[config.mk]
export PLATFORM = sky130hd
export DESIGN_NAME = apfo_queue
export DESIGN_NICKNAME = d
export VERILOG_FILES = /design/src/rtl/apfo_pkg.sv /design/src/rtl/apfo_queue.sv
export SDC_FILE = /design/constraint.sdc
export NUM_CORES = 1
export LEC_CHECK = 0
export BUFFER_PORTS_ARGS = -buffer_cell sky130_fd_sc_hd__buf_2
export CAP_MARGIN = 20
export CORE_AREA = 2 2 138 140
export DETAILED_ROUTE_END_ITERATION = 10
export DIE_AREA = 0 0 140 142
export GPL_TIMING_DRIVEN = 1
export PLACE_DENSITY_LB_ADDON = 0.05
export SYNTH_ARGS = -nofsm -noshare
export SYNTH_HDL_FRONTEND = slang
export SYNTH_SLANG_ARGS = --single-unit
[constraint.sdc]
create_clock -name i_clk -period 3.3 [get_ports i_clk]
set_input_delay 0.66 -clock i_clk [delete_from_list [all_inputs] [get_ports i_clk]]
set_output_delay 0.66 -clock i_clk [all_outputs]
set_load 0.01 [all_outputs]
[src/rtl/apfo_pkg.sv]
// Shared types and constants of the first-order all-pass filter.
// No dependencies; imported by every module of the block.
package apfo_pkg;

    // Q format of the coefficients
    localparam int FRAC_BITS = 30;

    // Datapath widths
    localparam int SMP_W  = 32;
    localparam int PROD_W = 2 * SMP_W;
    localparam int FF_W   = PROD_W + 1;
    localparam int ACC_W  = FF_W + 1;
    localparam int SCL_W  = ACC_W - FRAC_BITS;

    // Configuration register map
    localparam int CFG_IDX_W = 2;
    typedef enum logic [CFG_IDX_W-1:0] {
        CFG_B0 = 2'd0,
        CFG_B1 = 2'd1,
        CFG_A1 = 2'd2
    } t_cfg_idx;

    localparam logic signed [SMP_W-1:0] B0_RESET = 32'sh0000_0000;
    localparam logic signed [SMP_W-1:0] B1_RESET = 32'sh4000_0000;
    localparam logic signed [SMP_W-1:0] A1_RESET = 32'sh0000_0000;

    // Clamp limits
    localparam logic [SMP_W-1:0] SAT_MAX = {1'b0, {(SMP_W-1){1'b1}}};
    localparam logic [SMP_W-1:0] SAT_MIN = {1'b1, {(SMP_W-1){1'b0}}};

    // Queue between front and back
    localparam int Q_DEPTH = 4;
    localparam int Q_PTR_W = $clog2(Q_DEPTH);
    localparam int Q_CNT_W = $clog2(Q_DEPTH + 1);

    typedef struct packed {
        logic [SMP_W-1:0] b0;
        logic [SMP_W-1:0] b1;
        logic [SMP_W-1:0] a1;
    } t_coefs;

    // One sample after the feedforward part
    typedef struct packed {
        logic            clr;
        logic [FF_W-1:0] ff;
    } t_ff_item;

endpackage

[src/rtl/apfo_queue.sv]
// Small FIFO that decouples the feedforward front from the feedback back end.
// Depends on apfo_pkg.
module apfo_queue (
    input  logic               i_clk,
    input  logic               i_rst_n,
    input  logic               i_push,
    input  apfo_pkg::t_ff_item i_item,
    output logic               o_full,
    input  logic               i_pop,
    output apfo_pkg::t_ff_item o_item,
    output logic               o_empty
);
    import apfo_pkg::*;

    t_ff_item             r_mem [Q_DEPTH];
    logic [Q_PTR_W-1:0]   r_wr;
    logic [Q_PTR_W-1:0]   r_rd;
    logic [Q_CNT_W-1:0]   r_cnt;

    assign o_full  = (r_cnt == Q_CNT_W'(Q_DEPTH));
    assign o_empty = (r_cnt == '0);
    assign o_item  = r_mem[r_rd];

    // Pointers and fill count
    always_ff @(posedge i_clk) begin
        if (!i_rst_n) begin
            r_wr  <= '0;
            r_rd  <= '0;
            r_cnt <= '0;
        end else begin
            if (i_push) begin
                r_wr <= r_wr + 1'b1;
            end
            if (i_pop) begin
                r_rd <= r_rd + 1'b1;
            end
            if (i_push && !i_pop) begin
                r_cnt <= r_cnt + 1'b1;
            end else if (!i_push && i_pop) begin
                r_cnt <= r_cnt - 1'b1;
            end
        end
    end

    // Store entries
    always_ff @(posedge i_clk) begin
        if (i_push) begin
            r_mem[r_wr] <= i_item;
        end
    end

endmodule

==> impl_metrics.yaml <==
floorplanning:
  die_h_um: 142
  ios: 138
  fp.coreArea_um2: 18500
  die_area_um2: 19900
  placement_rows: 50
  initial_utilization: 0.540
  die_width_um: 140
placed_design:
  placement.setup.worst_slack_ps: 853
  io_buffer_count: 137
  gp_congestion: 0.657
  dpl.cell_count: 757
  detailed_place_hpwl_mm: 10.6
clocking:
  cts.repair.resized: 0
  clock_root_buffer: "sky130_fd_sc_hd__clkbuf_16"
  clk_transition_reported_paths_ps: 60
  postCtsHoldBufs: 0
  cts_tree: "built"
  clk_latency_ps: 520
  numCtsBuffers: 28
  clock_sink_count: 273
  clk_path_buf_depth: 3
  clock_tree.htree_level_count: 1
  cts.repair_timing.setup_buffer_count: 0
final_layout:
  net_total_in_the_final_layout: 629
  area_growth_syn_to_layout_pct: 20.5
  fill_cells: 1220
  final_cell_count_no_fill: 809
  drive_above_1_share: 0.462
sta:
  setup_viol_count_final: 0
  layout_worst_path_cycle_share: 0.881
  fin_crit_ps: 2910
  setup_skew_ps: 5.67
  worst-slew-pin-transition_ps: 581
  min_hold_slack_ps: 347
  worst_slew_margin_rel: 0.613
  timing.final.max_slew_violations: 0
  hold_violations: 0
  grt_setup_unrepaired: "false"
  fmaxAchievable_ghz: 0.344
  setup_tns_ps: 0
  worst_slack_ps: 393
global_routing:
  grt_antenna_before_repair: 2
  groute.usage.overall: 0.178
  grt_start_max_net_pins: 39
  first_global_vias: 4863
  grt_first_pass_wirelength_mm: 27.0
  gr-total-overflow: 0
synthesis:
  warnings_synthesis: 0
  synth-edff-count: 264
  synth.distinct_cells: 21
  synth_top_cells_by_area: "sky130_fd_sc_hd__edfxtp_1 80%, sky130_fd_sc_hd__mux4_2 15%, sky130_fd_sc_hd__dfxtp_1 1.8%"
  synthesis.instances: 387
  synth_ff_type: "sky130_fd_sc_hd__edfxtp_1"
  post_synth.cell_area_avg_um2: 25.7
  ys_seq_area_frac: 0.814
  synth.largest_area_cell: "sky130_fd_sc_hd__edfxtp_1"
  mappedNetlistNets: 463
  asyncSetResetFlopFracSynth: 0
  synth_largest_type_area_fraction: 0.796
  ys_ff_latch: 273
  mappedNetlistArea_um2: 9960
drt:
  wl_per_cell_um: 21.5
  route.vias.total: 4500
  dr_wl_met3_mm: 1.03
  final_antenna_net_count: 0
  wl_met2_mm: 8.99
  routedLengthMet1_mm: 7.09
  via_per_inst: 5.56
  postRouteWirelength_mm: 17.4
  remaining_drc_errors: 20
  drt_pass1_iterations: 10
  drt_iter0_drc: 312
  routed.top_layer: "met5"
setup_path:
  worst-endpoint-arrival_ps: 2250
  critPathMaxFanout: 24
  worst-endpoint-required_ps: 2640
  timing.setup.critical_path_class: "reg2out"
  setup.worst_path.start_class: "flop"
  cp_capture_type: "output pin"
run_status:
  outcome: "complete, but fails checks"
  violations: "design-rule violations"
flow_run:
  max-cap-violations: 0
power:
  irDropWorstVdd_uv: 441
  power_density_nw_per_um2: 671
  power_leakage_nw: 4.10
  finalPower_mw: 8.06
hold_path:
  min-delay-path-class: "in2reg"
==> cell usage after synthesis, types with 2 or more instances <==
| master | number |
|---|---|
| sky130_fd_sc_hd__buf_6 | 5 |
| sky130_fd_sc_hd__xor2_1 | 3 |
| sky130_fd_sc_hd__ha_1 | 5 |
| sky130_fd_sc_hd__buf_2 | 5 |
| sky130_fd_sc_hd__dfxtp_1 | 9 |
| sky130_fd_sc_hd__mux2i_1 | 2 |
| sky130_fd_sc_hd__edfxtp_1 | 264 |
| sky130_fd_sc_hd__and2_1 | 9 |
| sky130_fd_sc_hd__inv_1 | 4 |
| sky130_fd_sc_hd__buf_4 | 2 |
| sky130_fd_sc_hd__xnor2_1 | 2 |
| sky130_fd_sc_hd__mux4_2 | 66 |
| sky130_fd_sc_hd__clkbuf_1 | 2 |
| sky130_fd_sc_hd__nor2b_1 | 2 |
==> power by group <==
group	internal, mW	switching [mW]	leakage, nW
Clock	2.06	1.24	0.475
Combinational	0.349	0.359	1.12
Sequential	3.98	0.0745	2.50
==> sequential cells by signal, indices dropped and copies added (netlist names), named ones only <==
| signal | cells |
|---|---|
| r_mem | 264 |
| r_cnt | 3 |
| r_wr | 2 |
| r_rd | 2 |
==> cells by family after synthesis <==
kind of cell,synth area share
flops,0.814
mux,0.151
buf+inv,0.0119
simple gates,0.00917
fa+ha+maj,0.00829
xor+xnor,0.00440
compound gates,0.00126
==> layer usage <==
| layer | vias to the layer above | global-route usage |
|---|---|---|
| li1 | 1995 | - |
| met1 | 2329 | 0.239 |
| met2 | 150 | 0.308 |
| met3 | 24 | 0.0353 |
| met4 | 2 | 0.0431 |
| met5 | - | 0 |
==> layout make-up <==
type / count / area (µm²) / area share
Sequential cell: 273 / 8120 / 0.676
Multi-Input combinational cell: 96 / 1750 / 0.145
Timing Repair Buffer: 150 / 846 / 0.0704
Clock buffer: 29 / 726 / 0.0604
Tap cell: 234 / 293 / 0.0244
Clock inverter: 21 / 264 / 0.0220
Inverter: 4 / 15.0 / 0.00125
Antenna cell: 2 / 5.00 / 0.000417
==> path summary, 6_finish.rpt <==
| path | startpoint | end | slack, ps | cells after the start |
|---|---|---|---|---|
| min | i_item[40] | r_mem[0][40] | 350 | 1 |
| min reg2reg | r_cnt[2] | r_cnt[2] | 550 | 2 |
| max | flop | o_item[65] | 390 | 3 |
| max reg2reg | r_wr[0] | r_mem[3][25] | 1560 | 3 |
==> metrics by stage <==
stage                      util  instance area [µm²]
after CTS                 0.651                12000
after detailed placement  0.597                11000
after global routing      0.651                12000
final                     0.651                12000
after floorplan               -                 9960
after global placement    0.597                11000
==> critical path, stage by stage (launching register included) <==
cell and delay [ps]:
sky130_fd_sc_hd__dfxtp_4 670, sky130_fd_sc_hd__buf_4 340, sky130_fd_sc_hd__mux4_2 550, sky130_fd_sc_hd__buf_2 160
==> cell usage in the layout (no fill, tap or decap) <==
cell type,n
sky130_fd_sc_hd__a21boi_0,1
sky130_fd_sc_hd__and2_1,5
sky130_fd_sc_hd__and2_4,4
sky130_fd_sc_hd__buf_12,5
sky130_fd_sc_hd__buf_2,137
sky130_fd_sc_hd__buf_4,8
sky130_fd_sc_hd__bufinv_16,6
sky130_fd_sc_hd__clkbuf_16,29
sky130_fd_sc_hd__clkinv_1,7
sky130_fd_sc_hd__clkinv_2,3
sky130_fd_sc_hd__clkinv_4,1
sky130_fd_sc_hd__clkinvlp_4,3
sky130_fd_sc_hd__dfxtp_1,7
sky130_fd_sc_hd__dfxtp_4,2
sky130_fd_sc_hd__diode_2,2
sky130_fd_sc_hd__edfxtp_1,264
sky130_fd_sc_hd__fa_1,1
sky130_fd_sc_hd__ha_1,5
sky130_fd_sc_hd__inv_1,4
sky130_fd_sc_hd__inv_8,1
sky130_fd_sc_hd__mux2i_1,2
sky130_fd_sc_hd__mux4_2,66
sky130_fd_sc_hd__nand2_1,1
sky130_fd_sc_hd__nor2b_1,2
sky130_fd_sc_hd__nor3_1,1
sky130_fd_sc_hd__nor3b_1,1
sky130_fd_sc_hd__o21ai_0,1
sky130_fd_sc_hd__or3_1,1
sky130_fd_sc_hd__xnor2_1,2
sky130_fd_sc_hd__xor2_1,3
(Power assumes the default switching activity.)
