## src/rtl/apfo_pkg.sv

```systemverilog
// Shared types and constants of the first-order all-pass filter.
// No dependencies; imported by every module of the block.
package apfo_pkg;

    // Q format of the coefficients
    localparam int FRAC_BITS = 30;

    // Datapath widths
    localparam int SMP_W  = 32;
    localparam int PROD_W = 2 * SMP_W;
    localparam int FF_W   = PROD_W + 1;
    localparam int ACC_W  = FF_W + 1;
    localparam int SCL_W  = ACC_W - FRAC_BITS;

    // Configuration register map
    localparam int CFG_IDX_W = 2;
    typedef enum logic [CFG_IDX_W-1:0] {
        CFG_B0 = 2'd0,
        CFG_B1 = 2'd1,
        CFG_A1 = 2'd2
    } t_cfg_idx;

    localparam logic signed [SMP_W-1:0] B0_RESET = 32'sh0000_0000;
    localparam logic signed [SMP_W-1:0] B1_RESET = 32'sh4000_0000;
    localparam logic signed [SMP_W-1:0] A1_RESET = 32'sh0000_0000;

    // Clamp limits
    localparam logic [SMP_W-1:0] SAT_MAX = {1'b0, {(SMP_W-1){1'b1}}};
    localparam logic [SMP_W-1:0] SAT_MIN = {1'b1, {(SMP_W-1){1'b0}}};

    // Queue between front and back
    localparam int Q_DEPTH = 4;
    localparam int Q_PTR_W = $clog2(Q_DEPTH);
    localparam int Q_CNT_W = $clog2(Q_DEPTH + 1);

    typedef struct packed {
        logic [SMP_W-1:0] b0;
        logic [SMP_W-1:0] b1;
        logic [SMP_W-1:0] a1;
    } t_coefs;

    // One sample after the feedforward part
    typedef struct packed {
        logic            clr;
        logic [FF_W-1:0] ff;
    } t_ff_item;

endpackage

```

## src/rtl/apfo_back.sv

```systemverilog
// Back end: the output feedback loop, error-feedback residual, clamp and output register.
// Depends on apfo_pkg.
module apfo_back (
    input  logic                       i_clk,
    input  logic                       i_rst_n,
    input  logic [apfo_pkg::SMP_W-1:0] i_a1,
    input  logic                       i_empty,
    input  apfo_pkg::t_ff_item         i_item,
    output logic                       o_pop,
    output logic                       o_valid,
    input  logic                       i_ready,
    output logic [apfo_pkg::SMP_W-1:0] o_sample,
    output logic                       o_sat
);
    import apfo_pkg::*;

    logic                     r_vb;
    logic signed [SMP_W-1:0]  r_y1;
    logic [FRAC_BITS-1:0]     r_res;
    logic signed [PROD_W-1:0] r_m;
    logic [FF_W-1:0]          r_ffb;
    logic [FRAC_BITS-1:0]     r_resb;
    logic                     r_ov;
    logic [SMP_W-1:0]         r_oy;
    logic                     r_osat;

    logic                     issue;
    logic                     fire;
    logic signed [SMP_W-1:0]  y1_eff;
    logic [FRAC_BITS-1:0]     res_eff;
    logic signed [PROD_W-1:0] a1_x;
    logic signed [PROD_W-1:0] y1_x;
    logic [ACC_W-1:0]         ff_x;
    logic [ACC_W-1:0]         m_x;
    logic [ACC_W-1:0]         res_x;
    logic [ACC_W-1:0]         acc;
    logic [SCL_W-1:0]         scaled;
    logic [SCL_W-SMP_W:0]     top_bits;
    logic                     ovf;
    logic [SMP_W-1:0]         y;

    // Issue only into an empty loop stage, so y1 is always settled
    assign issue = !i_empty && !r_vb;
    assign o_pop = issue;
    assign fire  = r_vb && (!r_ov || i_ready);

    // Drop the history on a clear beat
    assign y1_eff  = i_item.clr ? '0 : r_y1;
    assign res_eff = i_item.clr ? '0 : r_res;

    assign a1_x = {{(PROD_W-SMP_W){i_a1[SMP_W-1]}}, i_a1};
    assign y1_x = {{(PROD_W-SMP_W){y1_eff[SMP_W-1]}}, y1_eff};

    // Exact sum, floor shift and clamp
    assign ff_x     = {{(ACC_W-FF_W){r_ffb[FF_W-1]}}, r_ffb};
    assign m_x      = {{(ACC_W-PROD_W){r_m[PROD_W-1]}}, r_m};
    assign res_x    = {{(ACC_W-FRAC_BITS){1'b0}}, r_resb};
    assign acc      = ff_x - m_x + res_x;
    assign scaled   = acc[ACC_W-1:FRAC_BITS];
    assign top_bits = scaled[SCL_W-1:SMP_W-1];
    assign ovf      = !((&top_bits) || !(|top_bits));
    assign y        = ovf ? (scaled[SCL_W-1] ? SAT_MIN : SAT_MAX) : scaled[SMP_W-1:0];

    // Loop control, history and output valid
    always_ff @(posedge i_clk) begin
        if (!i_rst_n) begin
            r_vb  <= 1'b0;
            r_y1  <= '0;
            r_res <= '0;
            r_ov  <= 1'b0;
        end else begin
            if (issue) begin
                r_vb <= 1'b1;
            end else if (fire) begin
                r_vb <= 1'b0;
            end
            if (fire) begin
                r_y1  <= $signed(y);
                r_res <= ovf ? '0 : acc[FRAC_BITS-1:0];
                r_ov  <= 1'b1;
            end else if (i_ready) begin
                r_ov  <= 1'b0;
            end
        end
    end

    // Feedback product and output payload
    always_ff @(posedge i_clk) begin
        if (issue) begin
            r_m    <= a1_x * y1_x;
            r_ffb  <= i_item.ff;
            r_resb <= res_eff;
        end
        if (fire) begin
            r_oy   <= y;
            r_osat <= ovf;
        end
    end

    assign o_valid  = r_ov;
    assign o_sample = r_oy;
    assign o_sat    = r_osat;

endmodule

```

## config.mk

```make
export PLATFORM = sky130hd
export DESIGN_NAME = apfo_back
export DESIGN_NICKNAME = d
export VERILOG_FILES = /design/src/rtl/apfo_pkg.sv /design/src/rtl/apfo_back.sv
export SDC_FILE = /design/constraint.sdc
export NUM_CORES = 2
export LEC_CHECK = 0
export BUFFER_PORTS_ARGS = -buffer_cell sky130_fd_sc_hd__buf_2
export CORE_ASPECT_RATIO = 1.1
export CORE_UTILIZATION = 60
export CTS_BUF_LIST = sky130_fd_sc_hd__clkbuf_16
export DETAILED_ROUTE_END_ITERATION = 10
export PLACE_DENSITY = 0.81
export SYNTH_ARGS = -nofsm -noshare
export SYNTH_HDL_FRONTEND = slang
export SYNTH_SLANG_ARGS = --single-unit
```

## constraint.sdc

```tcl
create_clock -name i_clk -period 11.25 [get_ports i_clk]
set_input_delay 0.5625 -clock i_clk [delete_from_list [all_inputs] [get_ports i_clk]]
set_output_delay 0.5625 -clock i_clk [all_outputs]
set_load 0.02 [all_outputs]
```

==> qor.yml <==
num_rows: 111
required_ns: 11.56
status: "finished, final reports clean"
gp_congestion: 0.958
viasPerCell: 5.76
syn_area_sq_um: 50400
start_util_pct: 60.5
hold_viol: 0
avgSynthCellArea_sq_um: 9.65
cp.arrival_ns: 9.86
holdCritPathClass: "input port to flip-flop"
grt_pass1_vias: 39800
synthArstFlopShare_pct: 0
routedWlPerCell_um: 20.4
synthMuxAreaShare_pct: 0.0696
insertion_delay_ns: 0.56
postRouteAntennaNets: 0
coreArea_sq_um: 83200
io_pins: 137
num_vias: 36100
clkTransAtPathRegs_ns: 0.07
port_buffers: 136
cellLeakagePower_nw: 25.7
finalSetupTns_ns: 0
synth_edf_count: 192
synthSimpleGateAreaFrac_pct: 14.3
critical_path_class: "input port to flip-flop"
placed_cells: 6216
rsz0062_at_grt: "no"
ff2ff_path_depth: 26
overflow: 0
nets: 6670
swShare_pct: 52.7
postCtsSetupBuffers: 0
antenna_found_initial: 1
clockBufferDepth: 3
yosysUniqueCellTypes: 80
maxSlewViolCount: 0
cts.sinks: 256
regToRegSetupSlack_ns: 1.88
yosys_warnings: 0
hold_end: "r_ffb[61]"
setup_viol: 0
peakVddDrop_mv: 0.324
ys_ff_latch: 256
reg2reg_from: "r_y1[16]"
die-area_sq_um: 85100
power_density_nw_per_um2: 279
post-route-drc-count: 0
worstMarginPinSlew_ns: 1.42
yosys.area_share.adder_pct: 51.3
fmax_mhz: 105
synth_top_family_by_area: "adder cells"
cts_made_buffers: 25
clkPwrFrac_pct: 5.6
intPower_mw: 6.96
dieHeight_um: 306
grt.total_usage_pct: 31.2
p_sw_mw: 7.76
slew_headroom_pct: 5.15
timing.final.crit_share_pct: 84.9
syn_to_final_growth_pct: 4.58
dp_hpwl_mm: 102
maxCapViolations: 0
yosysSeqAreaShare_pct: 14.0
drt_pass1_iterations: 6
cts-resized-gates: 0
period_minus_slack_ns: 9.55
reg2reg_to: "r_m[63]"
synthXorXnorAreaFrac_pct: 2.12
fin_util_pct: 63.3
root_buffer: "clkbuf_16"
synth_compound_area_share_pct: 7.28
min-delay-start: "i_item[61]"
wl_mm: 128
crit_path_end_kind: "flip-flop"
crit_fanout: 32
cts_tree: "done"
p_comb_share_pct: 82.4
power.total_mw: 14.7
postSynthCellCount: 5217
finalClockSkew_ns: 0.0116
instances_no_fill: 6265
drive_gt1_share_pct: 5.59
critPathLaunchType: "input port"
die_x_um: 278
synth_nets: 6716
nFillCells: 6559
worstHoldPathCells: 1
grt_pass1_wl_mm: 207
ctsHoldBuffers: 0
h-tree-depth: 1
p_seq_share_pct: 12.0
synth-main-ff-cell: "edfxtp_1"
grt_max_degree: 67
drt_iter0_drc: 2393
[how the worst max path moves through the flow]
stage	start	to	slack (ns)	cells past startpoint
2_1_floorplan	i_item[65]	r_m[63]	2.88	27
3_5_place_dp	i_item[65]	r_m[60]	1.20	26
5_1_grt	i_item[65]	r_m[60]	1.16	26
4_1_cts	i_item[65]	r_m[60]	1.76	26
3_3_place_gp	i_item[65]	r_m[63]	1.38	28
6_report	i_item[65]	r_m[63]	1.70	27
[synthesized netlist by cell type, types with 8 or more instances]
cell	number	area [sq um]
o21ai_0	113	566
nor3_1	18	90.1
nor2b_1	76	475
dfxtp_1	64	1280
a21oi_1	160	801
nand3_1	22	110
o21a_1	9	67.6
a21boi_0	12	90.1
nor2_1	77	289
a31oi_1	15	93.8
and3_1	21	131
a211oi_1	16	120
o211ai_1	20	150
ha_1	285	3570
and2_1	506	3170
a32o_1	18	180
inv_1	1196	4490
a21o_1	74	556
edfxtp_1	192	5770
nand2_1	586	2200
nand4_1	28	175
clkbuf_1	247	927
o21bai_1	34	255
o21ai_1	10	50.1
xor2_1	37	324
xnor2_1	85	744
or2_2	14	87.6
buf_2	8	40.0
fa_1	1112	22300
nand2b_1	41	257
[critical path, cell delays in order]
cell	delay [ns]
buf_2	0.42
nor2b_2	1.22
and2_1	0.27
fa_1	0.44
fa_1	0.52
inv_1	0.06
fa_1	0.40
fa_1	0.55
inv_1	0.05
fa_1	0.62
fa_1	0.45
fa_1	0.49
inv_1	0.05
fa_1	0.47
inv_1	0.04
ha_1	0.34
a2111oi_0	0.34
o21ai_0	0.17
a221oi_1	0.63
o221ai_1	0.21
a21oi_1	0.23
a31oi_1	0.17
a22o_1	0.35
a211oi_1	0.36
o21ai_0	0.12
a21oi_1	0.19
xnor2_1	0.08
[cell families (layout without fill, tap and decap cells)]
family / count (synthesis) / after routing
AO/OA/AOI/OAI: 561 / 561
buffers and inverters: 1460 / 1432
AND/OR/NAND/NOR: 1418 / 1418
adder cells (fa/ha/maj): 1397 / 1397
flip-flops: 256 / 256
other: 0 / 3
XOR/XNOR: 122 / 122
multiplexers: 3 / 3
[cell usage in the layout (no fill, tap or decap), types with 20 or more instances in the layout]
cell	synthesis	final
fa_1	1112	1112
nand3_1	22	22
ha_1	285	285
inv_1	1196	1201
xor2_1	37	37
nor2b_1	76	45
edfxtp_1	192	192
nor2_1	77	76
xnor2_1	85	85
and2_1	506	506
nor2b_2	0	29
and3_1	21	21
nand2b_1	41	41
o21bai_1	34	34
buf_4	4	52
o211ai_1	20	20
nand2_1	586	586
nand4_1	28	28
a21o_1	74	74
dfxtp_1	64	64
clkbuf_16	0	25
buf_2	8	136
o21ai_0	113	113
a21oi_1	160	160
[flip-flops by register name, summed over array words and instances (netlist names)]
signal    count
r_ffb        65
o_valid       1
r_y1         32
o_sample     32
r_resb       30
o_sat         1
r_res        30
r_m          64
r_vb          1
[layout make-up]
| cell class | count | area [sq um] | share of cell area (%) |
|---|---|---|---|
| diodes | 3 | 7.51 | 0.0143 |
| clock buffers | 25 | 626 | 1.19 |
| clock inverters | 20 | 161 | 0.306 |
| inverters | 1198 | 4500 | 8.54 |
| multi-input cells | 3501 | 37900 | 72.0 |
| flip-flops and latches | 256 | 7050 | 13.4 |
| well taps | 1073 | 1340 | 2.55 |
| repair buffers | 189 | 1090 | 2.06 |
[layer usage]
metal | up-vias | global-route usage, % | part of all wire, %
li1 | 15600 | - | -
met2 | 1482 | 55.4 | 52
met1 | 18500 | 36.7 | 36
met3 | 489 | 3.49 | 5.9
met4 | 0 | 17.8 | 6.7
met5 | - | 0 | 0
[per-stage QoR]
step	cell area [sq um]	worst slack (ns)	hold slack (ns)
after global routing	52700	1.16	0.165
final	52700	1.70	0.182
after CTS	52600	1.76	0.168
after global placement	51900	1.38	0.437
after floorplan	50400	2.88	0.425
after detailed placement	51900	1.20	0.440
[power by group through the flow]
stage               combinational (mW)  clock [mW]  sequential (mW)
global route                      13.5       0.871             1.79
floorplan                         8.96           0             1.80
global placement                  11.6           0             1.79
detailed placement                12.0           0             1.80
CTS                               12.1       0.835             1.78
finish                            12.1       0.825             1.77
(Power assumes the default switching activity.)
